File: src/rtl/core/acef_pkg.sv
// ----------------------------------------------------------------------------
// acef_pkg - shared types and constants for the ANSI colour escape filter
// Parser mode encoding, character codes and default widths.
// ----------------------------------------------------------------------------
package acef_pkg;

    // Fixed field widths
    localparam int CP_W    = 21;
    localparam int COLOR_W = 3;

    // Default parameter value width
    localparam int PARAM_WIDTH_DEF = 16;

    // Parser modes
    typedef enum logic [1:0] {
        MODE_PLAIN = 2'd0,
        MODE_ESC   = 2'd1,
        MODE_CSI   = 2'd2,
        MODE_OSC   = 2'd3
    } mode_t;

    // Character codes
    localparam logic [CP_W-1:0] CH_BEL    = CP_W'(7);
    localparam logic [CP_W-1:0] CH_CR     = CP_W'(13);
    localparam logic [CP_W-1:0] CH_ESC    = CP_W'(27);
    localparam logic [CP_W-1:0] CH_SEMI   = CP_W'(59);
    localparam logic [CP_W-1:0] CH_LBRACK = CP_W'(91);
    localparam logic [CP_W-1:0] CH_RBRACK = CP_W'(93);
    localparam logic [CP_W-1:0] CH_DIG0   = CP_W'(48);
    localparam logic [CP_W-1:0] CH_DIG9   = CP_W'(57);
    localparam logic [CP_W-1:0] CH_UPA    = CP_W'(65);
    localparam logic [CP_W-1:0] CH_UPZ    = CP_W'(90);
    localparam logic [CP_W-1:0] CH_LOA    = CP_W'(97);
    localparam logic [CP_W-1:0] CH_LOZ    = CP_W'(122);

    // Foreground colour parameter range
    localparam int COLOR_LOW  = 30;
    localparam int COLOR_HIGH = 37;

    // Number of CSI parameters kept; slot count saturates here
    localparam int NUM_PARAMS = 3;

endpackage

File: src/rtl/core/ansi_color_escape_filter_core.sv
// ----------------------------------------------------------------------------
// ansi_color_escape_filter_core - ANSI escape stripper with colour tagging
// Removes CSI and OSC escape sequences from a code point stream and tags
// each plain character with the foreground colour set by SGR parameters.
// ----------------------------------------------------------------------------
// The block accepts one code point every clock cycle unless in_stall is high and
// presents at most one plain character per code point on the result channel,
// through the input register and then the result register. The input register
// feeds a single stage of parser logic
// (mode, parameter slot, three saturating decimal accumulators and the
// colour) which writes the result register; an output stall holds the result
// register and, through it, the input register. Configuration writes are
// always ready and take effect on the next code point processed.
module ansi_color_escape_filter_core #(
    parameter int PARAM_WIDTH = acef_pkg::PARAM_WIDTH_DEF
) (
    input  logic                          clk,
    input  logic                          rst_n,
    // input word channel
    input  logic                          in_valid,
    output logic                          in_stall,
    input  logic [acef_pkg::CP_W-1:0]     code_point,
    input  logic                          end_of_chunk,
    // result word channel
    output logic                          out_valid,
    input  logic                          out_stall,
    output logic [acef_pkg::CP_W-1:0]     char_out,
    output logic [acef_pkg::COLOR_W-1:0]  color,
    // configuration write channel
    input  logic                          cfg_valid,
    output logic                          cfg_ready,
    input  logic                          cfg_data
);
    import acef_pkg::*;

    localparam int SLOT_W = 2;
    localparam int MUL_W  = PARAM_WIDTH + 4;

    typedef logic [PARAM_WIDTH-1:0] param_t;

    // Configuration
    logic drop_cr_reg;

    // Input register
    logic            in_vld_reg;
    logic [CP_W-1:0] cp_reg;
    logic            eoc_reg;

    // Parser state
    mode_t               mode_reg, mode_next;
    logic [SLOT_W-1:0]   slot_reg, slot_next;
    param_t              params_reg [NUM_PARAMS];
    param_t              params_next [NUM_PARAMS];
    logic [COLOR_W-1:0]  color_reg, color_next;

    // Result register
    logic               out_vld_reg, out_vld_next;
    logic [CP_W-1:0]    char_reg;
    logic [COLOR_W-1:0] out_color_reg;

    logic               emit;
    logic               out_free;
    logic               advance;
    logic               is_digit, is_letter;
    param_t             acc_sel;
    logic [MUL_W-1:0]   acc_mul;
    param_t             acc_sat;
    logic [COLOR_W-1:0] sgr_color;

    // Handshake control
    assign out_free  = !out_vld_reg || !out_stall;
    assign advance   = in_vld_reg && out_free;
    assign in_stall  = in_vld_reg && !out_free;
    assign cfg_ready = 1'b1;

    assign out_valid = out_vld_reg;
    assign char_out  = char_reg;
    assign color     = out_color_reg;

    // Configuration register
    always_ff @(posedge clk or negedge rst_n)
    begin
        if (!rst_n)
        begin
            drop_cr_reg <= 1'b0;
        end
        else if (cfg_valid && cfg_ready)
        begin
            drop_cr_reg <= cfg_data;
        end
    end

    // Input register: load whenever empty or draining
    always_ff @(posedge clk or negedge rst_n)
    begin
        if (!rst_n)
        begin
            in_vld_reg <= 1'b0;
        end
        else if (!in_stall)
        begin
            in_vld_reg <= in_valid;
        end
    end

    always_ff @(posedge clk)
    begin
        if (in_valid && !in_stall)
        begin
            cp_reg  <= code_point;
            eoc_reg <= end_of_chunk;
        end
    end

    // Character classes
    assign is_digit  = (cp_reg >= CH_DIG0) && (cp_reg <= CH_DIG9);
    assign is_letter = ((cp_reg >= CH_UPA) && (cp_reg <= CH_UPZ)) ||
                       ((cp_reg >= CH_LOA) && (cp_reg <= CH_LOZ));

    // Accumulate one decimal digit into the selected parameter, saturating
    always_comb
    begin
        acc_sel = params_reg[slot_reg];
        acc_mul = (MUL_W'(acc_sel) << 3) + (MUL_W'(acc_sel) << 1) +
                  MUL_W'(cp_reg[3:0]);
        if (|acc_mul[MUL_W-1:PARAM_WIDTH])
        begin
            acc_sat = '1;
        end
        else
        begin
            acc_sat = acc_mul[PARAM_WIDTH-1:0];
        end
    end

    // Colour chosen by the SGR parameters at the end of a sequence
    always_comb
    begin
        sgr_color = color_reg;
        if (params_reg[0] == '0)
        begin
            sgr_color = '0;
        end
        else
        begin
            for (int k = 0; k < NUM_PARAMS; k++)
            begin
                if ((params_reg[k] >= PARAM_WIDTH'(COLOR_LOW)) &&
                    (params_reg[k] <= PARAM_WIDTH'(COLOR_HIGH)))
                begin
                    sgr_color = COLOR_W'(params_reg[k] - PARAM_WIDTH'(COLOR_LOW));
                end
            end
        end
    end

    // Next state of the parser
    always_comb
    begin
        mode_next   = mode_reg;
        slot_next   = slot_reg;
        params_next = params_reg;
        color_next  = color_reg;
        case (mode_reg)
            MODE_PLAIN:
            begin
                if (cp_reg == CH_ESC)
                begin
                    mode_next = MODE_ESC;
                end
            end
            MODE_ESC:
            begin
                if (cp_reg == CH_LBRACK)
                begin
                    mode_next = MODE_CSI;
                    slot_next = '0;
                    for (int k = 0; k < NUM_PARAMS; k++)
                    begin
                        params_next[k] = '0;
                    end
                end
                else if (cp_reg == CH_RBRACK)
                begin
                    mode_next = MODE_OSC;
                end
                else
                begin
                    mode_next = MODE_PLAIN;
                end
            end
            MODE_CSI:
            begin
                if (cp_reg == CH_SEMI)
                begin
                    if (slot_reg != SLOT_W'(NUM_PARAMS))
                    begin
                        slot_next = slot_reg + SLOT_W'(1);
                    end
                end
                else if (is_digit)
                begin
                    if (slot_reg != SLOT_W'(NUM_PARAMS))
                    begin
                        params_next[slot_reg] = acc_sat;
                    end
                end
                else if (is_letter)
                begin
                    color_next = sgr_color;
                    mode_next  = MODE_PLAIN;
                    slot_next  = '0;
                    for (int k = 0; k < NUM_PARAMS; k++)
                    begin
                        params_next[k] = '0;
                    end
                end
            end
            MODE_OSC:
            begin
                if (cp_reg == CH_BEL)
                begin
                    mode_next = MODE_PLAIN;
                end
            end
            default:
            begin
                mode_next = MODE_PLAIN;
            end
        endcase
        // Drop everything at the end of a chunk
        if (eoc_reg)
        begin
            mode_next  = MODE_PLAIN;
            slot_next  = '0;
            color_next = '0;
            for (int k = 0; k < NUM_PARAMS; k++)
            begin
                params_next[k] = '0;
            end
        end
    end

    // Result generation: plain characters pass unless a dropped carriage return
    always_comb
    begin
        emit = 1'b0;
        case (mode_reg)
            MODE_PLAIN:
            begin
                emit = (cp_reg != CH_ESC) && !((cp_reg == CH_CR) && drop_cr_reg);
            end
            default:
            begin
                emit = 1'b0;
            end
        endcase
        if (advance)
        begin
            out_vld_next = emit || (out_vld_reg && out_stall);
        end
        else
        begin
            out_vld_next = out_vld_reg && out_stall;
        end
    end

    // Parser state registers
    always_ff @(posedge clk or negedge rst_n)
    begin
        if (!rst_n)
        begin
            mode_reg  <= MODE_PLAIN;
            slot_reg  <= '0;
            color_reg <= '0;
            for (int k = 0; k < NUM_PARAMS; k++)
            begin
                params_reg[k] <= '0;
            end
        end
        else if (advance)
        begin
            mode_reg   <= mode_next;
            slot_reg   <= slot_next;
            color_reg  <= color_next;
            params_reg <= params_next;
        end
    end

    // Result register
    always_ff @(posedge clk or negedge rst_n)
    begin
        if (!rst_n)
        begin
            out_vld_reg <= 1'b0;
        end
        else
        begin
            out_vld_reg <= out_vld_next;
        end
    end

    always_ff @(posedge clk)
    begin
        if (advance && emit)
        begin
            char_reg      <= cp_reg;
            out_color_reg <= color_reg;
        end
    end

    // Checks
    a_eoc_clears: assert property (@(posedge clk) disable iff (!rst_n)
        (advance && eoc_reg) |=> (mode_reg == MODE_PLAIN) && (color_reg == '0)
                                  && (slot_reg == '0))
        else $error("parser not cleared after end of chunk");

    a_result_source: assert property (@(posedge clk) disable iff (!rst_n)
        $rose(out_vld_reg) |-> $past(advance && emit))
        else $error("result appeared without a processed plain character");

    a_stall_only_when_full: assert property (@(posedge clk) disable iff (!rst_n)
        in_stall |-> (in_vld_reg && out_vld_reg && out_stall))
        else $error("input stalled without a blocked result");

    a_escape_silent: assert property (@(posedge clk) disable iff (!rst_n)
        (advance && (mode_reg != MODE_PLAIN)) |=>
            (out_vld_reg == $past(out_vld_reg && out_stall)))
        else $error("result produced inside an escape sequence");

    a_slot_hold_idle: assert property (@(posedge clk) disable iff (!rst_n)
        !$past(advance) |-> ($stable(slot_reg) && $stable(color_reg)))
        else $error("parser state changed without an item");

endmodule

File: config.mk
export PLATFORM = sky130hd
export DESIGN_NAME = ansi_color_escape_filter_core
export DESIGN_NICKNAME = d
export VERILOG_FILES = /design/src/rtl/core/acef_pkg.sv /design/src/rtl/core/ansi_color_escape_filter_core.sv
export SDC_FILE = /design/constraint.sdc
export NUM_CORES = 1
export LEC_CHECK = 0
export ABC_AREA = 1
export BUFFER_PORTS_ARGS = -buffer_cell sky130_fd_sc_hd__buf_2
export CORE_AREA = 2 2 133 135
export CTS_CLUSTER_SIZE = 28
export DETAILED_ROUTE_END_ITERATION = 10
export DIE_AREA = 0 0 135 137
export PLACE_DENSITY_LB_ADDON = 0.3
export SYNTH_ARGS = -nofsm -noshare
export SYNTH_HDL_FRONTEND = slang
export SYNTH_SLANG_ARGS = --single-unit
File: constraint.sdc
create_clock -name clk -period 3.65 [get_ports clk]
set_input_delay 0.365 -clock clk [delete_from_list [all_inputs] [get_ports clk]]
set_output_delay 0.365 -clock clk [all_outputs]
set_load 0.005 [all_outputs]
==> impl_metrics.py <==
metrics = {
    "clock_network": {
        "tritoncts": "done",
        "cts_sinks": 104,
        "insertion_delay_ns": 0.36,
        "cts_root_buffer": "clkbuf_16",
        "clk_pin_slew_ns": 0.08,
        "numCtsBuffers": 9,
        "cts.path.max_buffers": 2,
        "h-tree-depth": 3,
    },
    "synthesis": {
        "synth.cell_area_sq_um": 6670,
        "ys_warn_count": 0,
        "synthCells": 869,
        "synth_seq_cells": 104,
        "synth.avg_cell_area_sq_um": 7.676,
        "ys_types": 37,
        "syn_nets": 934,
        "yosysSeqAreaShare_pct": 42.47,
    },
    "setup_path": {
        "cp_num_buf_inv": 5,
        "slowest_delay_ns": 0.47,
        "crit_top_cell": "nand2_1",
        "crit_family": "simple AND/OR/NAND/NOR gates",
        "cp_max_fo": 21,
        "worstPathArrival_ns": 3.61,
        "criticalPathCategory": "register to register",
        "worst_ep_required_time_ns": 3.90,
        "start_kind": "register",
        "critPathCaptureType": "register",
        "cp_cell_sequence": "inv_4, buf_12, nor2_1, o21ai_0, buf_4, ha_1, ha_1, nand2_1, inv_1, a21oi_1, nand2_1, nand2_1, nand2_1, nand2_1, nand2_1, nor2_4, buf_12, nand3_1, nand3_1, nand2_1",
        "cpMaxStageDelayCell": "dfrtp_2",
    },
    "power": {
        "ir_drop_uv": 206.5,
        "internal_power_w": 0.001967,
        "power_density_nw_per_um2": 369.8,
        "seq_power_share_pct": 51.0,
        "p_comb_share_pct": 14.1,
        "p_sw_w": 0.0008240,
        "pwr-share-clk_pct": 34.9,
        "power_leakage_nw": 3.913,
        "p_sw_share_pct": 29.53,
        "power.total_w": 0.002791,
    },
    "sta": {
        "max_freq_mhz": 297.6,
        "period_needed_ns": 3.360,
        "slew_headroom_pct": 28.11,
        "finClkSkew_ns": 0.007265,
        "slew_viol_final": 0,
        "hold_violations": 0,
        "tightest_slew_ns": 1.078,
        "setup_viol": 0,
        "fin_crit_sh_pct": 92.05,
    },
    "route": {
        "ant_nets": 0,
        "drt_first_pass_iters": 7,
        "drc": 0,
        "vias_per_cell": 4.929,
        "wirelength_microns": 16660,
        "wl_per_cell_microns": 14.34,
        "vias": 5728,
        "detail_route.iter0.violations": 524,
    },
    "layout": {
        "nNetsFinal": 997,
        "layout.cells.non_filler": 1162,
        "fin_util_pct": 44.24,
        "area_growth_pct": 13.13,
        "diodes": 0,
        "drive_gt1_share_pct": 15.26,
        "largest_reg_flops": 48,
    },
    "placed_design": {
        "placed_cells": 1144,
        "place.gp.congestion": 0.8710,
        "dpl.hpwl_microns": 12320,
        "portBuffers": 53,
    },
    "floorplanning": {
        "die_w_microns": 135,
        "initial_core_util_pct": 39.11,
        "io_pins": 55,
        "fp-row-count": 48,
        "die_h_microns": 137,
        "die_area_sq_um": 18500,
        "core_area_sq_um": 17060,
    },
    "grt": {
        "first_global_vias": 5341,
        "grt_use_total_pct": 19.01,
        "grt_pass1_wl_microns": 27480,
        "grt_max_degree": 49,
        "antenna_found_initial": 0,
        "grt_overflow": 0,
    },
    "hold_path": {
        "hold_class": "input pin to register",
    },
    "run": {
        "max-cap-violations": 0,
    },
    "outcome": {
        "status": "finished, final reports clean",
    },
}
final timing paths:
path	slack, ns	end	from	cells past startpoint
max in group asynchronous	2.69	params_reg[11]	rst_n	2
setup / recovery	0.29	params_reg[11]	slot_reg[0]	20
setup reg to reg	0.29	params_reg[11]	slot_reg[0]	20
min in group asynchronous	0.19	params_reg[41]	rst_n	1
hold / removal	0.17	cp_reg[20]	code_point[20]	1
hold reg to reg	0.46	color[2]	color_reg[2]	0
synthesized netlist by cell type (all sizes together):
library cell	instances	area share, %
and2	2	0.19
nor2	104	7.3
xor2	1	0.13
o211ai	2	0.23
nand4	15	1.5
nand3	115	9.4
o21bai	2	0.23
edfxtp	46	21
a21oi	21	1.6
fa	2	0.60
inv	99	5.6
buf	18	2.5
nand2	283	16
xnor2	8	1.1
clkbuf	2	0.11
ha	35	6.6
or2	1	0.094
mux2	1	0.17
nor3	5	0.38
nand3b	3	0.34
conb	1	0.056
dfrtp	58	22
o21ai	42	3.2
clkinv	3	0.19
kinds of logic (layout without fill, tap and decap cells):
| logic type | after synthesis | count (layout) | synth area share, % |
|---|---|---|---|
| AOI/OAI and AO/OA | 67 | 67 | 5.177 |
| xor gates and xnor gates | 9 | 9 | 1.182 |
| adders and majority gates | 37 | 37 | 7.166 |
| buffers and inverters | 122 | 190 | 8.329 |
| DFF | 104 | 104 | 42.47 |
| muxes | 1 | 1 | 0.1688 |
| other | 1 | 1 | 0.05622 |
| and+or+nand+nor | 528 | 528 | 35.45 |
metrics by stage:
step	TNS (ns)	area (sq um)	worst slack (ns)	hold slack, ns
after floorplan	0	6670	0.3876	0.06941
after global placement	-0.06248	7201	-0.01488	0.4398
after detailed placement	-0.9430	7201	-0.07924	0.4410
after CTS	0	7516	0.1126	0.1510
after global routing	-0.009032	7546	-0.005653	0.1532
final	0	7546	0.2903	0.1687
power groups by stage:
stage	sequential [W]	combinational, W	clock (W)
5_1_grt	0.00144	0.000441	0.00105
6_report	0.00142	0.000394	0.000973
2_1_floorplan	0.00145	0.000240	0
4_1_cts	0.00143	0.000398	0.000997
3_5_place_dp	0.00145	0.000397	0
3_3_place_gp	0.00145	0.000394	0
routing by layer:
| layer | global-route usage [%] | vias up | routed length, microns | part of all wire, % |
|---|---|---|---|---|
| met4 | 5.845 | 0 | 223 | 1.3 |
| li1 | - | 2944 | - | - |
| met2 | 27.95 | 157 | 7048 | 42 |
| met3 | 3.259 | 15 | 944 | 5.7 |
| met5 | 0 | - | 0 | 0 |
| met1 | 28.47 | 2612 | 8444 | 51 |
repair_timing:
action | 4_1_cts | 5_1_grt
hold buffers | 0 | 0
gates resized for setup | 0 | 10
buffers inserted | 1 | 1
endpoints found under the setup margin | 45 | 48
pin swaps | 1 | 0
cell usage in the layout, fill, tap and decap left out, types with 14 or more instances in the layout:
master / instances
nand3_1: 103
nor2_1: 85
nand2_1: 276
buf_2: 53
o21ai_0: 38
inv_1: 88
a21oi_1: 20
ha_1: 35
buf_4: 16
edfxtp_1: 46
dfrtp_1: 57
nand4_1: 14
final cells by class:
class / instances / area, sq um
fillers: 1750 / 9510
multi-input cells: 643 / 3303
flip-flops and latches: 104 / 2834
repair buffers: 72 / 445.4
inverters: 102 / 386.6
well taps: 225 / 281.5
clock buffers: 9 / 225.2
clock inverters: 7 / 70.07
Power figures use the tool's default switching activity.
